$ cat config.mk
export PLATFORM = sky130hd
export DESIGN_NAME = obstacle_and_start_time_frame_parser_core
export DESIGN_NICKNAME = d
export VERILOG_FILES = /design/src/hw/rtl/osfp_pkg.sv /design/src/hw/rtl/osfp_in_stage.sv /design/src/hw/rtl/osfp_parse.sv /design/src/hw/rtl/osfp_out_stage.sv /design/src/hw/rtl/obstacle_and_start_time_frame_parser_core.sv
export SDC_FILE = /design/constraint.sdc
export NUM_CORES = 1
export LEC_CHECK = 0
export BUFFER_PORTS_ARGS = -buffer_cell sky130_fd_sc_hd__buf_4
export CELL_PAD_IN_SITES_DETAIL_PLACEMENT = 1
export CELL_PAD_IN_SITES_GLOBAL_PLACEMENT = 1
export CORE_AREA = 8 8 157 159
export DETAILED_ROUTE_END_ITERATION = 8
export DIE_AREA = 0 0 165 167
export PLACE_DENSITY = 0.55
export SETUP_SLACK_MARGIN = 0.5
export SYNTH_ARGS = -nofsm -noshare
export SYNTH_HDL_FRONTEND = slang
export SYNTH_HIERARCHICAL = 1
export SYNTH_SLANG_ARGS = --single-unit
$ cat constraint.sdc
create_clock -name i_clk -period 6.7 [get_ports i_clk]
set_input_delay 1.005 -clock i_clk [delete_from_list [all_inputs] [get_ports i_clk]]
set_output_delay 1.005 -clock i_clk [all_outputs]
set_load 0.02 [all_outputs]
$ cat src/hw/rtl/osfp_pkg.sv
// Shared types and constants for the obstacle / start-time frame parser.
// No dependencies; used by every module of the block.
package osfp_pkg;

    // Frame delimiters
    localparam logic [7:0] START_OBSTACLE = 8'h21;  // '!'
    localparam logic [7:0] START_TIME     = 8'h3F;  // '?'
    localparam logic [7:0] TERMINATOR     = 8'h0A;  // newline

    // Position of the terminator byte in each frame kind
    localparam logic [2:0] LAST_POS_OBSTACLE = 3'd6;
    localparam logic [2:0] LAST_POS_TIME     = 3'd3;
    localparam logic [2:0] POS_IDLE          = 3'd0;
    localparam logic [2:0] POS_FIRST         = 3'd1;

    localparam int STORE_DEPTH = 5;

    // Frame kinds as reported on the result channel
    localparam logic KIND_OBSTACLE = 1'b0;
    localparam logic KIND_TIME     = 1'b1;

    // Configuration port
    localparam int                     CFG_IDX_W           = 2;
    localparam logic [CFG_IDX_W-1:0]   CFG_OWN_START_TIME  = 2'd0;
    localparam logic [CFG_IDX_W-1:0]   CFG_MISMATCH_MARGIN = 2'd1;
    localparam logic [15:0]            OWN_TIME_RESET      = 16'd0;
    localparam logic [15:0]            MARGIN_RESET        = 16'd300;

    // Byte moving from the input register into the parser
    typedef struct packed {
        logic       valid;
        logic [7:0] rx_byte;
    } t_item;

    // One parsed result
    typedef struct packed {
        logic        frame_kind;
        logic [7:0]  obstacle_id;
        logic [15:0] obstacle_x;
        logic [15:0] obstacle_y;
        logic [15:0] received_time;
        logic        time_mismatch;
    } t_result;

endpackage

$ cat src/hw/rtl/osfp_in_stage.sv
// Input register of the frame parser: holds one received byte.
// Depends on osfp_pkg.
module osfp_in_stage (
    input  logic                  i_clk,
    input  logic                  i_rst_n,
    input  logic                  i_valid,
    output logic                  o_ready,
    input  logic [7:0]            i_rx_byte,
    input  logic                  i_advance,   // downstream takes the held byte
    output osfp_pkg::t_item       o_item
);

    logic       r_valid;
    logic [7:0] r_byte;

    assign o_ready = !r_valid || i_advance;

    always_ff @(posedge i_clk) begin
        if (!i_rst_n) begin
            r_valid <= 1'b0;
        end else if (i_valid && o_ready) begin
            r_valid <= 1'b1;
        end else if (i_advance) begin
            r_valid <= 1'b0;
        end
    end

    always_ff @(posedge i_clk) begin
        if (i_valid && o_ready) begin
            r_byte <= i_rx_byte;
        end
    end

    assign o_item.valid   = r_valid;
    assign o_item.rx_byte = r_byte;

endmodule

$ cat src/hw/rtl/osfp_parse.sv
// Frame tracking, payload store and result decode for the frame parser.
// Depends on osfp_pkg.
module osfp_parse (
    input  logic                  i_clk,
    input  logic                  i_rst_n,
    input  logic                  i_fire,       // held byte is consumed this cycle
    input  logic [7:0]            i_rx_byte,
    input  logic [15:0]           i_own_time,
    input  logic [15:0]           i_margin,
    output logic                  o_res_valid,
    output osfp_pkg::t_result     o_res
);

    logic [2:0] r_pos;
    logic       r_is_time;
    logic [7:0] r_store [osfp_pkg::STORE_DEPTH];

    logic [2:0]  n_pos;
    logic        n_is_time;
    logic        last_byte;
    logic        store_we;
    logic [2:0]  store_idx;
    logic [15:0] rx_time;
    logic [16:0] diff;

    assign last_byte = r_is_time ? (r_pos == osfp_pkg::LAST_POS_TIME)
                                 : (r_pos == osfp_pkg::LAST_POS_OBSTACLE);
    assign store_we  = i_fire && (r_pos != osfp_pkg::POS_IDLE) && !last_byte;
    assign store_idx = r_pos - 3'd1;

    always_comb begin
        n_pos     = r_pos;
        n_is_time = r_is_time;
        if (r_pos == osfp_pkg::POS_IDLE) begin
            if (i_rx_byte == osfp_pkg::START_OBSTACLE) begin
                n_pos     = osfp_pkg::POS_FIRST;
                n_is_time = 1'b0;
            end else if (i_rx_byte == osfp_pkg::START_TIME) begin
                n_pos     = osfp_pkg::POS_FIRST;
                n_is_time = 1'b1;
            end
        end else if (last_byte) begin
            n_pos = osfp_pkg::POS_IDLE;
        end else begin
            n_pos = r_pos + 3'd1;
        end
    end

    always_ff @(posedge i_clk) begin
        if (!i_rst_n) begin
            r_pos     <= osfp_pkg::POS_IDLE;
            r_is_time <= 1'b0;
        end else if (i_fire) begin
            r_pos     <= n_pos;
            r_is_time <= n_is_time;
        end
    end

    always_ff @(posedge i_clk) begin
        if (store_we) begin
            r_store[store_idx] <= i_rx_byte;
        end
    end

    // Result decode: own - received as a 17-bit two's complement difference
    assign rx_time = {r_store[1], r_store[0]};
    assign diff    = {1'b0, i_own_time} - {1'b0, rx_time};

    assign o_res_valid = i_fire && (r_pos != osfp_pkg::POS_IDLE) && last_byte
                         && (i_rx_byte == osfp_pkg::TERMINATOR);

    always_comb begin
        o_res = '0;
        if (r_is_time) begin
            o_res.frame_kind    = osfp_pkg::KIND_TIME;
            o_res.received_time = rx_time;
            o_res.time_mismatch = !diff[16] && (diff[15:0] > i_margin);
        end else begin
            o_res.frame_kind  = osfp_pkg::KIND_OBSTACLE;
            o_res.obstacle_id = r_store[0];
            o_res.obstacle_x  = {r_store[2], r_store[1]};
            o_res.obstacle_y  = {r_store[4], r_store[3]};
        end
    end

endmodule

$ cat src/hw/rtl/osfp_out_stage.sv
// Result register of the frame parser: holds one result until taken.
// Depends on osfp_pkg.
module osfp_out_stage (
    input  logic                  i_clk,
    input  logic                  i_rst_n,
    input  logic                  i_load,       // parser consumes a byte this cycle
    input  logic                  i_res_valid,
    input  osfp_pkg::t_result     i_res,
    input  logic                  i_ready,
    output logic                  o_valid,
    output logic                  o_free,       // can take a new result this cycle
    output osfp_pkg::t_result     o_res
);

    logic              r_valid;
    osfp_pkg::t_result r_res;

    assign o_free = !r_valid || i_ready;

    always_ff @(posedge i_clk) begin
        if (!i_rst_n) begin
            r_valid <= 1'b0;
        end else if (i_load) begin
            r_valid <= i_res_valid;
        end else if (i_ready) begin
            r_valid <= 1'b0;
        end
    end

    always_ff @(posedge i_clk) begin
        if (i_load && i_res_valid) begin
            r_res <= i_res;
        end
    end

    assign o_valid = r_valid;
    assign o_res   = r_res;

endmodule

$ cat src/hw/rtl/obstacle_and_start_time_frame_parser_core.sv
// Top level of the obstacle / start-time serial frame parser.
// Depends on osfp_pkg, osfp_in_stage, osfp_parse, osfp_out_stage.
//
// Usage:
//   Input channel (i_in_valid / o_in_ready / i_rx_byte): one received serial
//   byte per transaction. '!' opens a 7-byte obstacle frame, '?' a 4-byte
//   start-time frame; other bytes between frames are ignored. The last byte
//   of a frame must be a newline, else the frame is dropped with no result.
//   Output channel (o_out_valid / i_out_ready / result fields): one result per
//   good frame. Fields that do not belong to the frame kind read as zero.
//   Config channel (i_cfg_valid / o_cfg_ready / i_cfg_index / i_cfg_data):
//   index 0 own start time, index 1 mismatch margin; other indexes ignored.
//   Always ready; write only while no frame result is pending.
// Path: a terminating byte goes into the input register, then its result is
//   loaded into the result register and shown from there.
// Throughput: one byte per cycle when not stalled; the parser is a single
//   combinational pass between the input register and the result register.
// Reset (synchronous, active low): parser back to idle, both stages empty,
//   own start time 0, margin 300.
// Receiver stall: the result register holds; the input register still takes
//   one more byte, then o_in_ready drops until the result is taken.
module obstacle_and_start_time_frame_parser_core (
    input  logic                           i_clk,
    input  logic                           i_rst_n,
    // byte input
    input  logic                           i_in_valid,
    output logic                           o_in_ready,
    input  logic [7:0]                     i_rx_byte,
    // result output
    output logic                           o_out_valid,
    input  logic                           i_out_ready,
    output logic                           o_frame_kind,
    output logic [7:0]                     o_obstacle_id,
    output logic [15:0]                    o_obstacle_x,
    output logic [15:0]                    o_obstacle_y,
    output logic [15:0]                    o_received_time,
    output logic                           o_time_mismatch,
    // configuration writes
    input  logic                           i_cfg_valid,
    output logic                           o_cfg_ready,
    input  logic [osfp_pkg::CFG_IDX_W-1:0] i_cfg_index,
    input  logic [15:0]                    i_cfg_data
);

    // Config registers
    logic [15:0] r_own_time;
    logic [15:0] r_margin;

    osfp_pkg::t_item   item;
    osfp_pkg::t_result parse_res;
    osfp_pkg::t_result out_res;
    logic              parse_valid;
    logic              out_free;
    logic              fire;          // held byte moves through the parser

    assign o_cfg_ready = 1'b1;

    always_ff @(posedge i_clk) begin
        if (!i_rst_n) begin
            r_own_time <= osfp_pkg::OWN_TIME_RESET;
            r_margin   <= osfp_pkg::MARGIN_RESET;
        end else if (i_cfg_valid) begin
            if (i_cfg_index == osfp_pkg::CFG_OWN_START_TIME) begin
                r_own_time <= i_cfg_data;
            end else if (i_cfg_index == osfp_pkg::CFG_MISMATCH_MARGIN) begin
                r_margin <= i_cfg_data;
            end
        end
    end

    // A byte may advance whenever the result slot is empty or draining,
    // whether or not it completes a frame.
    assign fire = item.valid && out_free;

    osfp_in_stage u_in (
        .i_clk     (i_clk),
        .i_rst_n   (i_rst_n),
        .i_valid   (i_in_valid),
        .o_ready   (o_in_ready),
        .i_rx_byte (i_rx_byte),
        .i_advance (fire),
        .o_item    (item)
    );

    osfp_parse u_parse (
        .i_clk       (i_clk),
        .i_rst_n     (i_rst_n),
        .i_fire      (fire),
        .i_rx_byte   (item.rx_byte),
        .i_own_time  (r_own_time),
        .i_margin    (r_margin),
        .o_res_valid (parse_valid),
        .o_res       (parse_res)
    );

    osfp_out_stage u_out (
        .i_clk       (i_clk),
        .i_rst_n     (i_rst_n),
        .i_load      (fire),
        .i_res_valid (parse_valid),
        .i_res       (parse_res),
        .i_ready     (i_out_ready),
        .o_valid     (o_out_valid),
        .o_free      (out_free),
        .o_res       (out_res)
    );

    assign o_frame_kind    = out_res.frame_kind;
    assign o_obstacle_id   = out_res.obstacle_id;
    assign o_obstacle_x    = out_res.obstacle_x;
    assign o_obstacle_y    = out_res.obstacle_y;
    assign o_received_time = out_res.received_time;
    assign o_time_mismatch = out_res.time_mismatch;

endmodule

==> flow_summary.yaml, run 1 <==
run_status:
  status: "completed"
worst_setup_path:
  arrival_ns: 3.76
  end_kind: "flip-flop"
  worstSetupPathType: "reg -> reg"
  crit_path_max_incr_delay_ns: 0.42
  critPathMostFrequentCell: "ha_1"
  cp_slowest_cell: "edfxtp_1"
  required_ns: 6.86
  cp-start-kind: "flip-flop"
  worstPathMaxFanout: 3
  crit_chain: "ha_1, fa_1, nand2b_1, a21oi_1, nand2b_2, a32oi_2, a21o_1, a211oi_1, ha_1, nand4_1, nor3_1, a221oi_1, o21ai_0, o311a_1"
  path_delay_family: "compound AO/OA/AOI/OAI gates"
  critPathBufInv: 0
clock_tree:
  clk_latency_ns: 0.44
  cts_buffer_depth: 2
  postCtsSetupRepairBufs: 0
  cts_tree: "done"
  cts_root_buffer: "clkbuf_16"
  cts_hold_buf: 0
  cts_inserted_buffers: 17
  cts_sinks: 144
  clk_pin_slew_worst_paths_ns: 0.06
  ctsResizeCount: 0
  htreeDepth: 4
synthesis:
  ys.flop_type: "edfxtp_1"
  synth.distinct_cells: 57
  ys_seq_elements: 144
  synth_warnings: 6
  synth_top_area_share_pct: 48.7
  synthArstFlopShare_pct: 0
  yosysTopAreaCell: "edfxtp_1"
  ys_seq_area_share_pct: 60.4
  synthesis.nets: 613
  netlist_area_um2: 6530
  synth_edf_count: 106
  yosys-top-cells-area: "edfxtp_1, dfxtp_1, ha_1"
  synth_cells: 546
  synth_area_per_cell_um2: 12.0
timing:
  relSlewSlack_pct: 15.1
  worst_slack_ns: 3.10
  skew_ns: 0.0261
  tightest_slew_ns: 1.26
  tns_ns: 0
  hold_viol: 0
  period_minus_slack_ns: 3.60
  slew_viol_final: 0
  max_freq_mhz: 278
  rsz0062_at_grt: "no"
  finalSetupViolations: 0
  fin_crit_sh_pct: 53.7
grt:
  grt_pass1_wl_mm: 25.6
  antenna_found_initial: 0
  grt_pass1_vias: 4588
  grt_overflow: 0
  grt_usage_pct: 12.1
  grt_max_degree: 63
routing:
  drt_iter0_drc: 193
  drtPass1Iterations: 4
  postRouteWirelength_mm: 16.3
  postRouteAntennaNets: 0
  vias: 4270
  vias_per_cell: 4.58
  wl_per_cell_um: 17.4
  drt_drc_violations_left: 0
flow_run:
  cap_violations: 0
placed_design:
  dp_hpwl_mm: 11.6
  pre_cts_ws_ns: 3.20
  gp_congestion: 0.767
  place_area_um2: 7460
  numPortBuffers: 90
final_layout:
  syn_to_final_growth_pct: 22.9
  n_antenna_cell: 0
  postLayoutCoreUtil_pct: 36.1
  fill_cells: 2405
  final_design_area_no_fill_um2: 8030
  nets: 702
  drive_above_1_share_pct: 20.4
die:
  start_util_pct: 29.4
  coreArea_um2: 22200
  dieHeight_um: 167
  num_rows: 55
  die_w_um: 165
  boundaryPins: 92
  fp.dieArea_um2: 27600
hold_path:
  hp-class: "reg -> reg"
pwr:
  power_density_nw_per_um2: 249
  p_leak_uw: 0.00324
  power_uw: 2000
  max-vdd-ir-drop_uv: 149
==> cells in the final DEF, fill, tap and decap left out, types with 10 or more instances in the layout <==
cell type and n:
dfxtp_1 37, inv_1 45, o21ai_0 12, xnor2_1 10
clkbuf_16 17, and2_1 20, ha_1 35, nor2_1 36
buf_4 91, mux2i_1 28, edfxtp_1 106, nand2_1 60
a21oi_1 17, nor2b_1 33
==> state kept, by name (all words and copies together) (netlist names) <==
register / cells
r_own_time: 16
u_parse/r_store: 40
u_parse/r_pos: 3
u_in/r_byte: 8
r_margin: 16
u_parse/r_is_time: 1
u_out/o_valid: 1
u_in/r_valid: 1
u_out/o_res: 58
==> layer usage <==
layer  vias to the layer above  track usage [%]  share of wire, %
met5                         -                0                 0
met4                         0             4.51               1.8
met3                        16             3.40               3.8
met2                        68             20.0                50
met1                      2097             14.7                45
li1                       2089                -                 -
==> cell families after synthesis <==
| logic type | share of synthesized area, % |
|---|---|
| other | 0.0574 |
| multiplexers | 4.29 |
| AO/OA/AOI/OAI | 7.22 |
| XOR/XNOR | 1.61 |
| adder cells (fa/ha/maj) | 7.01 |
| AND/OR/NAND/NOR | 15.1 |
| buffers and inverters | 4.35 |
| flip-flops | 60.4 |
==> Yosys cell counts, types with 2 or more instances <==
cell type / instances
edfxtp_1: 106
nand2_1: 60
inv_1: 45
dfxtp_1: 38
nor2_1: 36
ha_1: 35
nor2b_1: 33
mux2i_1: 28
and2_1: 20
a21oi_1: 17
o21ai_0: 12
clkbuf_1: 11
xnor2_1: 10
a21o_1: 9
nand4_1: 7
o21ai_1: 6
nand2b_1: 5
nand3_1: 5
nor3_1: 5
buf_2: 4
buf_4: 4
nand4b_1: 4
o211ai_1: 4
o21a_1: 3
a211oi_1: 2
and2_4: 2
nand3b_1: 2
nor3b_1: 2
o311a_1: 2
xor2_1: 2
==> final cells by class <==
| type | instances | area [um2] | area share [%] |
|---|---|---|---|
| clock buffers | 17 | 425 | 5.30 |
| inverters | 45 | 169 | 2.10 |
| flip-flops and latches | 144 | 3950 | 49.1 |
| multi-input cells | 336 | 2310 | 28.7 |
| well taps | 285 | 357 | 4.44 |
| clock inverters | 15 | 146 | 1.82 |
| repair buffers | 91 | 683 | 8.51 |
==> where the power goes <==
group / internal, uW / leakage, uW / switching (uW) / total, uW
clock: 522 / 0.000277 / 407 / 930
sequential: 961 / 0.00131 / 14.4 / 976
combinational: 43.8 / 0.00165 / 50.8 / 94.6
total: 1530 / 0.00324 / 473 / 2000
==> worst reg2reg max path: stages (launching register included) <==
cell and delay, ns:
edfxtp_1 0.42, ha_1 0.23, fa_1 0.41, nand2b_1 0.19, a21oi_1 0.22, nand2b_2 0.21, a32oi_2 0.14, a21o_1 0.18
a211oi_1 0.28, ha_1 0.31, nand4_1 0.11, nor3_1 0.08, a221oi_1 0.25, o21ai_0 0.14, o311a_1 0.15
==> per-stage QoR <==
step	instances	hold slack [ns]
after floorplan	546	0.435
after global placement	901	0.451
after detailed placement	901	0.451
after CTS	933	0.466
after global routing	933	0.479
final	933	0.463
==> final timing paths <==
check | startpoint | end | slack [ns] | cells past startpoint
worst max register to register | u_parse/r_store[0][0] | u_out/o_res[0] | 3.10 | 14
worst max-delay path | u_parse/r_store[0][0] | u_out/o_res[0] | 3.10 | 14
worst min-delay path | r_margin[11] | r_margin[11] | 0.46 | 2
worst min register to register | r_margin[11] | r_margin[11] | 0.46 | 2
No activity file was read; power rests on OpenSTA's default activity.
==> run 2: changes to the inputs <==
Settings changed: PLACE_DENSITY 0.55 to 0.57.
Clock period 6.7 ns to 3.3 ns, I/O delays scaled along.
==> flow_summary.yaml, run 2 (synthesis results as in run 1) <==
routing:
  postRouteWirelength_mm: 16.4
  vias_per_cell: 4.56
  wl_met1_mm: 7.07
  wl_met3_um: 473
  dr.max_layer_used: "met4"
  wl_met2_mm: 8.60
  drt_iter0_drc: 225
  wl_per_cell_um: 17.4
  drtPass1Iterations: 5
  drt_drc_violations_left: 0
  postRouteAntennaNets: 0
  vias: 4301
pwr:
  max-vdd-ir-drop_uv: 300
  p_int_uw: 3180
  power_density_nw_per_um2: 497
  power.net_switching_uw: 897
  power_frac_clock_pct: 46.5
  comb_power_share_pct: 4.9
  p_leak_uw: 0.00331
  pwr-share-seq_pct: 48.5
  switching_share_pct: 22.0
die:
  num_rows: 55
  fp.dieArea_um2: 27600
  start_util_pct: 29.4
  coreArea_um2: 22200
  boundaryPins: 92
  die_w_um: 165
  dieHeight_um: 167
timing:
  finalSetupViolations: 0
  period_minus_slack_ns: 3.22
  rsz0062_at_grt: "yes"
  fin_crit_sh_pct: 97.4
  skew_ns: 0.0103
  slew_viol_final: 0
  relSlewSlack_pct: 49.6
  tns_ns: 0
  tightest_slew_ns: 0.753
  hold_viol: 0
  holdWs_ns: 0.254
  max_freq_mhz: 311
worst_setup_path:
  reg2reg_slack_ns: 0.08
  end_kind: "flip-flop"
  path_delay_family: "compound AO/OA/AOI/OAI gates"
  critPathBufInv: 1
  required_ns: 3.46
  arrival_ns: 3.38
  cp_slowest_cell: "edfxtp_1"
  worstSetupPathType: "reg -> reg"
  crit_path_max_incr_delay_ns: 0.42
  cp-start-kind: "flip-flop"
  crit_chain: "inv_2, ha_1, nor2b_1, o21ai_1, a21oi_2, o31a_1, a311oi_2, xnor2_1, ha_1, a21o_1, a21o_1, a221oi_2, o21ai_1, o311a_1"
  worstPathMaxFanout: 2
clock_tree:
  cts_tree: "done"
  clk_latency_ns: 0.42
  cts_root_buffer: "clkbuf_16"
  clk_pin_slew_worst_paths_ns: 0.06
  cts_inserted_buffers: 17
  htreeDepth: 4
  cts_hold_buf: 0
  cts_sinks: 144
  cts_buffer_depth: 2
grt:
  grt_max_degree: 59
  antenna_found_initial: 0
  grt_overflow: 0
  grt_pass1_vias: 4744
  grt_usage_pct: 12.2
  grt_pass1_wl_mm: 25.7
final_layout:
  stdcell_count: 944
  syn_to_final_growth_pct: 25.6
  largest_register_ffs: 58
  final_common_cell: "edfxtp_1"
  drive_above_1_share_pct: 23.1
  nets: 713
  multiInputGateArea_um2: 2370
  final_cell_mix: "edfxtp_1, buf_4, nand2_1"
  n_antenna_cell: 0
  final_design_area_no_fill_um2: 8210
  fill_cells: 2417
  regArea_um2: 3950
  postLayoutCoreUtil_pct: 36.9
flow_run:
  cap_violations: 0
hold_path:
  hp-class: "in -> reg"
run_status:
  status: "completed"
placed_design:
  gp_congestion: 0.801
  dp_hpwl_mm: 11.7
  place_area_um2: 7550
  numPortBuffers: 90
  dp.cells: 907
run 2: power groups by stage:
stage,Combinational (uW),Sequential (uW),Clock [uW]
5_1_grt,223,1980,2020
4_1_cts,202,1980,1960
6_report,202,1980,1900
3_3_place_gp,191,2020,0
2_1_floorplan,135,2000,0
3_5_place_dp,199,2020,0
run 2: area by class of cell:
type | count | area share (%)
clock inverter | 12 | 1.66
clock buffer | 20 | 5.44
inverter | 45 | 2.06
timing repair buffer | 102 | 9.48
tap | 285 | 4.35
sequential | 144 | 48.1
multi-input combinational | 336 | 28.9
run 2: final timing paths:
path	start	end	cells after the start
hold / removal	i_rx_byte[3]	u_in/r_byte[3]	1
setup reg to reg	u_parse/r_store[0][1]	u_out/o_res[0]	14
hold reg to reg	r_own_time[0]	r_own_time[0]	2
setup / recovery	u_parse/r_store[0][1]	u_out/o_res[0]	14
run 2: per-stage QoR:
step | setup slack [ns] | power, uW
global placement | 0.148 | 2210
detailed placement | -0.0182 | 2220
floorplan | 0.328 | 2140
finish | 0.0848 | 4080
global route | -0.0527 | 4230
CTS | 0.0894 | 4140
run 2: worst reg2reg max path, delay by kind of cell, from the launching register on:
family	cells	cell delay (ns)
AND/OR/NAND/NOR	1	0.13
AO/OA/AOI/OAI	9	1.66
flip-flops	1	0.42
adder cells (fa/ha/maj)	2	0.50
XOR/XNOR	1	0.19
buffers and inverters	1	0.08
run 2: layer usage:
metal | global-route usage (%) | vias to the layer above
li1 | - | 2113
met1 | 13.9 | 2107
met3 | 2.79 | 16
met4 | 4.94 | 0
met5 | 0 | -
met2 | 21.5 | 65
run 2: repair_timing:
action                                  in CTS  in global routing
gates cloned                                 0                  0
endpoints found under the hold margin        0                  0
gates resized for setup                      5                  3
pin swaps                                    7                  1
setup buffers                                4                  1
endpoints found under the setup margin       1                  1
